### src/sv/tdpt_pkg.sv
package tdpt_pkg;

  // classification of an accepted number, made by the front end
  typedef enum logic [1:0] {
    KIND_BELOW_TWO,
    KIND_SMALL_PRIME,
    KIND_SEARCH
  } kind_e;

  localparam int KIND_W    = 2;
  localparam int VERDICT_W = 2;
  localparam int REPORT_W  = 32;
  localparam int LIMIT_W   = 32;

  // verdict codes
  localparam logic [VERDICT_W-1:0] VERDICT_PRIME     = 2'd0;
  localparam logic [VERDICT_W-1:0] VERDICT_COMPOSITE = 2'd1;
  localparam logic [VERDICT_W-1:0] VERDICT_TIMEOUT   = 2'd2;

  localparam logic [LIMIT_W-1:0]  TRIAL_LIMIT_RESET = 32'd65535;
  localparam logic [REPORT_W-1:0] REPORT_TIMEOUT    = '1;

  // entries in the queue between front and back end
  localparam int QUEUE_DEPTH = 2;

endpackage

### src/sv/tdpt_back.sv
module tdpt_back
  import tdpt_pkg::*;
#(
  parameter int NUMBER_BITS = 31,
  parameter int SLOT_BITS   = 8,
  localparam int ENTRY_W    = NUMBER_BITS + SLOT_BITS + KIND_W
) (
  input  logic                   clk_i,
  input  logic                   rst_ni,
  input  logic [LIMIT_W-1:0]     trial_limit_i,
  input  logic                   ent_valid_i,
  output logic                   ent_ready_o,
  input  logic [ENTRY_W-1:0]     ent_data_i,
  output logic                   res_valid_o,
  input  logic                   res_ready_i,
  output logic [VERDICT_W-1:0]   res_verdict_o,
  output logic [REPORT_W-1:0]    res_report_o,
  output logic [SLOT_BITS-1:0]   res_slot_o
);

  // divisor never exceeds 2^ceil(NUMBER_BITS/2)
  localparam int DW    = (NUMBER_BITS + 1) / 2 + 1;
  localparam int SQW   = 2 * DW;
  localparam int BIT_W = $clog2(NUMBER_BITS);
  localparam int CMP_W = (DW > LIMIT_W) ? DW : LIMIT_W;
  localparam int FUL_W = (NUMBER_BITS > LIMIT_W) ? NUMBER_BITS : LIMIT_W;
  localparam int EXT_W = (NUMBER_BITS > REPORT_W) ? NUMBER_BITS : REPORT_W;

  typedef enum logic [1:0] {
    S_IDLE,
    S_TRIAL,
    S_DIV,
    S_DONE
  } state_e;

  state_e                 state_q;
  logic [NUMBER_BITS-1:0] num_q;
  logic [SLOT_BITS-1:0]   slot_q;
  logic [DW-1:0]          d_q;
  logic [SQW-1:0]         sq_q;
  logic [DW-1:0]          rem_q;
  logic [BIT_W-1:0]       bit_q;
  logic [VERDICT_W-1:0]   verdict_q;
  logic [REPORT_W-1:0]    report_q;
  logic                   out_valid_q;
  logic [VERDICT_W-1:0]   out_verdict_q;
  logic [REPORT_W-1:0]    out_report_q;
  logic [SLOT_BITS-1:0]   out_slot_q;

  logic [NUMBER_BITS-1:0] ent_number;
  logic [SLOT_BITS-1:0]   ent_slot;
  kind_e                  ent_kind;
  logic [REPORT_W-1:0]    ent_pos, ent_neg, num_pos, num_neg;
  logic [NUMBER_BITS-1:0] half, full;
  logic                   sq_past, trial_over, full_over, out_free;
  logic [DW:0]            rem_shift;
  logic [DW-1:0]          rem_next;

  assign ent_number = ent_data_i[NUMBER_BITS-1:0];
  assign ent_slot   = ent_data_i[NUMBER_BITS +: SLOT_BITS];
  assign ent_kind   = kind_e'(ent_data_i[NUMBER_BITS + SLOT_BITS +: KIND_W]);

  // low report bits of a number and of its negation
  assign ent_pos = REPORT_W'(EXT_W'(ent_number));
  assign ent_neg = REPORT_W'(EXT_W'(0) - EXT_W'(ent_number));
  assign num_pos = REPORT_W'(EXT_W'(num_q));
  assign num_neg = REPORT_W'(EXT_W'(0) - EXT_W'(num_q));

  // loop end and budget checks
  assign sq_past    = sq_q > SQW'(num_q);
  assign trial_over = CMP_W'(d_q - DW'(1)) > CMP_W'(trial_limit_i);
  assign half       = num_q >> 1;
  assign full       = ((half >> 1) != '0) ? half - NUMBER_BITS'(1) : '0;
  assign full_over  = FUL_W'(full) > FUL_W'(trial_limit_i);

  // one remainder bit per cycle
  assign rem_shift = {rem_q, num_q[bit_q]};
  assign rem_next  = (rem_shift >= {1'b0, d_q}) ? DW'(rem_shift - {1'b0, d_q})
                                                 : rem_shift[DW-1:0];

  assign out_free    = !out_valid_q || res_ready_i;
  assign ent_ready_o = state_q == S_IDLE;

  assign res_valid_o   = out_valid_q;
  assign res_verdict_o = out_verdict_q;
  assign res_report_o  = out_report_q;
  assign res_slot_o    = out_slot_q;

  // sequencer and output register
  always_ff @(posedge clk_i or negedge rst_ni) begin
    if (!rst_ni) begin
      state_q     <= S_IDLE;
      out_valid_q <= 1'b0;
    end else begin
      if (res_ready_i && state_q != S_DONE) begin
        out_valid_q <= 1'b0;
      end
      unique case (state_q)
        S_IDLE: begin
          if (ent_valid_i) begin
            num_q  <= ent_number;
            slot_q <= ent_slot;
            d_q    <= DW'(2);
            sq_q   <= SQW'(4);
            unique case (ent_kind)
              KIND_BELOW_TWO: begin
                verdict_q <= VERDICT_COMPOSITE;
                report_q  <= ent_pos;
                state_q   <= S_DONE;
              end
              KIND_SMALL_PRIME: begin
                verdict_q <= VERDICT_PRIME;
                report_q  <= ent_neg;
                state_q   <= S_DONE;
              end
              default: begin
                state_q <= S_TRIAL;
              end
            endcase
          end
        end
        S_TRIAL: begin
          if (sq_past) begin
            verdict_q <= full_over ? VERDICT_TIMEOUT : VERDICT_PRIME;
            report_q  <= full_over ? REPORT_TIMEOUT : num_neg;
            state_q   <= S_DONE;
          end else if (trial_over) begin
            verdict_q <= VERDICT_TIMEOUT;
            report_q  <= REPORT_TIMEOUT;
            state_q   <= S_DONE;
          end else begin
            rem_q   <= '0;
            bit_q   <= BIT_W'(NUMBER_BITS - 1);
            state_q <= S_DIV;
          end
        end
        S_DIV: begin
          rem_q <= rem_next;
          if (bit_q == '0) begin
            if (rem_next == '0) begin
              verdict_q <= VERDICT_COMPOSITE;
              report_q  <= num_pos;
              state_q   <= S_DONE;
            end else begin
              d_q     <= d_q + DW'(1);
              sq_q    <= sq_q + (SQW'(d_q) << 1) + SQW'(1);
              state_q <= S_TRIAL;
            end
          end else begin
            bit_q <= bit_q - BIT_W'(1);
          end
        end
        S_DONE: begin
          if (out_free) begin
            out_valid_q   <= 1'b1;
            out_verdict_q <= verdict_q;
            out_report_q  <= report_q;
            out_slot_q    <= slot_q;
            state_q       <= S_IDLE;
          end
        end
        default: begin
          state_q <= S_IDLE;
        end
      endcase
    end
  end

  // remainder stays below the divisor during a division
  a_rem_below_div: assert property (@(posedge clk_i) disable iff (!rst_ni)
    state_q == S_DIV |-> rem_q < d_q)
    else $error("remainder not below divisor");

  // divisor only steps between divisions
  a_div_stable: assert property (@(posedge clk_i) disable iff (!rst_ni)
    (state_q == S_DIV && bit_q != '0) |=> $stable(d_q))
    else $error("divisor changed within a division");

  // trial divisors start at two
  a_div_min: assert property (@(posedge clk_i) disable iff (!rst_ni)
    (state_q == S_TRIAL || state_q == S_DIV) |-> d_q >= DW'(2))
    else $error("divisor below two");

  // a result appears only after the sequencer finished an item
  a_res_from_done: assert property (@(posedge clk_i) disable iff (!rst_ni)
    $rose(out_valid_q) |-> $past(state_q) == S_DONE)
    else $error("result without finished item");

endmodule

### config.mk
export PLATFORM = sky130hd
export DESIGN_NAME = tdpt_back
export DESIGN_NICKNAME = d
export VERILOG_FILES = /design/src/sv/tdpt_pkg.sv /design/src/sv/tdpt_back.sv
export SDC_FILE = /design/constraint.sdc
export NUM_CORES = 1
export LEC_CHECK = 0
export ABC_AREA = 1
export BUFFER_PORTS_ARGS = -buffer_cell sky130_fd_sc_hd__buf_2
export CELL_PAD_IN_SITES_DETAIL_PLACEMENT = 1
export CELL_PAD_IN_SITES_GLOBAL_PLACEMENT = 2
export CORE_MARGIN = 4
export CORE_UTILIZATION = 30
export DETAILED_ROUTE_END_ITERATION = 7
export PLACE_DENSITY = 0.65
export SLEW_MARGIN = 25
export SYNTH_ARGS = -nofsm -noshare
export SYNTH_HDL_FRONTEND = slang
export SYNTH_SLANG_ARGS = --single-unit
### constraint.sdc
create_clock -name clk_i -period 9.7 [get_ports clk_i]
set_clock_uncertainty 0.15 [all_clocks]
set_input_delay 1.455 -clock clk_i [delete_from_list [all_inputs] [get_ports clk_i]]
set_output_delay 1.455 -clock clk_i [all_outputs]
set_load 0.05 [all_outputs]
==> flow_summary.json <==
{
  "outcome": "completed",
  "multiInputGateArea_mm2": 0.008024,
  "die_area_mm2": 0.05319,
  "synthToLayoutAreaGrowth_pct": 13.10,
  "stdcell_area_mm2": 0.01682,
  "drtIter0Drc": 667,
  "drive_above_1_share": 0.1053,
  "pin_count": 121,
  "syn_nets": 2128,
  "ys.warnings.count": 0,
  "grt-ovfl-total": 0,
  "finalPower_mw": 4.393,
  "insertedDiodeCount": 0,
  "synthArstFlopShare": 0.01571,
  "cts_buffers": 17,
  "setup.worst_path.start_class": "flop",
  "period_share": 0.5837,
  "antenna_found_initial": 0,
  "drc": 0,
  "hold_viol": 0,
  "yosysTopAreaCellShare": 0.3796,
  "setup-tns-final_ns": 0,
  "final_cell_mix": "407 x nand2_1, 247 x inv_1, 203 x nor2_1",
  "die_h_um": 230.6,
  "cts_tree": "built",
  "fp.coreArea_mm2": 0.04895,
  "rows": 81,
  "ys_ff_latch": 191,
  "synth_area_per_cell_um2": 7.786,
  "nFillCells": 5973,
  "ant_nets": 0,
  "yosysTopAreaCell": "edfxtp_1",
  "clock-sinks": 191,
  "fin_ws_ns": 4.038,
  "grt_pass1_wl_um": 87080,
  "cts.clk_slew.worst_paths_ns": 0.08,
  "cp.arrival_ns": 5.71,
  "finalMaxSlewViolations": 0,
  "max_freq_ghz": 0.1766,
  "syn_area_mm2": 0.01487,
  "synth_cells": 1910,
  "synth_seq_area_share": 0.3847,
  "drv_cap": 0,
  "power.density_mw_per_mm2": 261.2,
  "synth-edff-count": 188,
  "vias_per_cell": 5.127,
  "drt-total-wl_um": 56910,
  "setup_violations": 0,
  "netlist_top_cells_area": "edfxtp_1 38%, ha_1 12%, nand2_1 10%, inv_1 6.3%, a21oi_1 5.9%",
  "synthDistinctLibCells": 57,
  "grt_pass1_vias": 14390,
  "crit_fanout": 23,
  "worstPathRequired_ns": 9.75,
  "fp.dieW_um": 230.6,
  "initial_utilization": 0.3038,
  "dp_slack_ns": 4.063,
  "path_class": "flop to flop",
  "cts_setup_buffers": 0,
  "cts-resized-gates": 0,
  "max_slew_margin": 0.3862,
  "port_buffers": 120,
  "fin_crit_ns": 5.662,
  "track_usage": 0.2151,
  "holdBufCountCts": 0,
  "nNetsFinal": 2237,
  "synth_flop_cell": "edfxtp_1",
  "p_leak_nw": 7.347,
  "avgRoutedWirePerCell_um": 21.11,
  "first_pass_iters": 5,
  "vias": 13820,
  "ff_latch_area_mm2": 0.005720,
  "tightest_slew_ns": 0.9151,
  "dpl_cell_area_mm2": 0.01624,
  "grt_setup_unrepaired": "no",
  "cts_root_buf": "clkbuf_16",
  "routabilityCongestion": 0.9202,
  "mostFrequentLayoutCell": "nand2_1",
  "grt_start_max_net_pins": 52,
  "hold_path_class": "flop to flop",
  "clk_latency_ns": 0.51,
  "dp_hpwl_um": 45740,
  "clock_path_buffers": 2,
  "crit_path_end_kind": "flop",
  "fin_hold_ws_ns": 0.2719,
  "ir_worst_vdd_v": 0.0001512,
  "h-tree-depth": 4
}
## layer usage
layer	global-route usage	part of all wire
met1	0.2621	0.43
met4	0.07217	0.028
met2	0.3914	0.51
met3	0.02838	0.027
met5	0	0
## final timing paths
check | slack, ns | cells past startpoint | to | from
max | 4.04 | 25 | verdict_q[1]$_DFFE_PP_ | bit_q[0]$_SDFFCE_PN0P_
max reg2reg | 4.04 | 25 | verdict_q[1]$_DFFE_PP_ | bit_q[0]$_SDFFCE_PN0P_
min in group asynchronous | 0.60 | 1 | state_q[1]$_DFFE_PN0P_ | rst_ni
max in group asynchronous | 8.68 | 1 | state_q[0]$_DFFE_PN0P_ | rst_ni
min reg2reg | 0.27 | 0 | res_slot_o[0]$_DFFE_PP_ | slot_q[0]$_DFFE_PP_
min | 0.27 | 0 | res_slot_o[0]$_DFFE_PP_ | slot_q[0]$_DFFE_PP_
## per-stage QoR
stage          cells    util
3_3_place_gp    2663  0.3311
2_1_floorplan   1910       -
4_1_cts         2696  0.3436
5_1_grt         2696  0.3436
6_report        2696  0.3436
3_5_place_dp    2664  0.3317
## final cells by class
class | count | share of cell area
Multi-Input combinational cell | 1421 | 0.4771
Clock inverter | 14 | 0.009150
Inverter | 257 | 0.05736
Tap cell | 664 | 0.04940
Timing Repair Buffer | 131 | 0.04136
Sequential cell | 191 | 0.3401
Clock buffer | 18 | 0.02552
## cells by family after synthesis
family                     Yosys count  share of synthesized area
AOI/OAI and AO/OA                  376                     0.1433
xor gates and xnor gates            36                    0.02120
adders and majority gates          141                     0.1196
buffers and inverters              298                    0.07783
DFF                                191                     0.3847
and+or+nand+nor                    868                     0.2533
## worst max-delay path, stage by stage, from the launching register on
cell	delay, ns
edfxtp_1	0.80
inv_1	0.41
nand2_1	0.16
nand3_1	0.08
nand3_1	0.09
nand2_1	0.05
nor2_1	0.10
nand2_1	0.07
nand2_1	0.22
ha_1	0.19
inv_1	0.07
fa_1	0.44
nand3_2	0.12
nand3_2	0.08
nand2_1	0.31
nand2_2	0.36
nand2_1	0.21
nand2_1	0.07
nor2_1	0.12
nand2_1	0.09
nor2_2	0.12
nand3_1	0.17
nand2_1	0.11
nand2_1	0.09
nor2_4	0.42
buf_12	0.25
## sequential cells by signal, indices dropped and copies added, names as in the netlist, 5 cells and up
| signal | flops |
|---|---|
| num_q | 31 |
| sq_q | 34 |
| report_q | 32 |
| slot_q | 8 |
| res_slot_o | 8 |
| bit_q | 5 |
| rem_q | 17 |
| res_report_o | 32 |
| d_q | 17 |
## synthesized netlist by cell type (10+ instances only)
master / number
o21ai_0: 101
edfxtp_1: 188
clkbuf_1: 26
o211ai_1: 22
nand2_1: 407
o22ai_1: 10
nand3_1: 131
a21oi_1: 176
nor2_1: 204
ha_1: 139
nor4_1: 10
nor2_2: 10
nand4_1: 31
xor2_1: 34
o21a_1: 12
nor3_1: 44
inv_1: 248
## where the power goes
group | internal, mW | leakage (nW) | switching (mW)
clock | 0.364 | 0.278 | 0.386
combinational | 0.658 | 5.29 | 1.56
sequential | 1.25 | 1.78 | 0.177
total | 2.27 | 7.35 | 2.12
No activity file was read; power rests on OpenSTA's default activity.
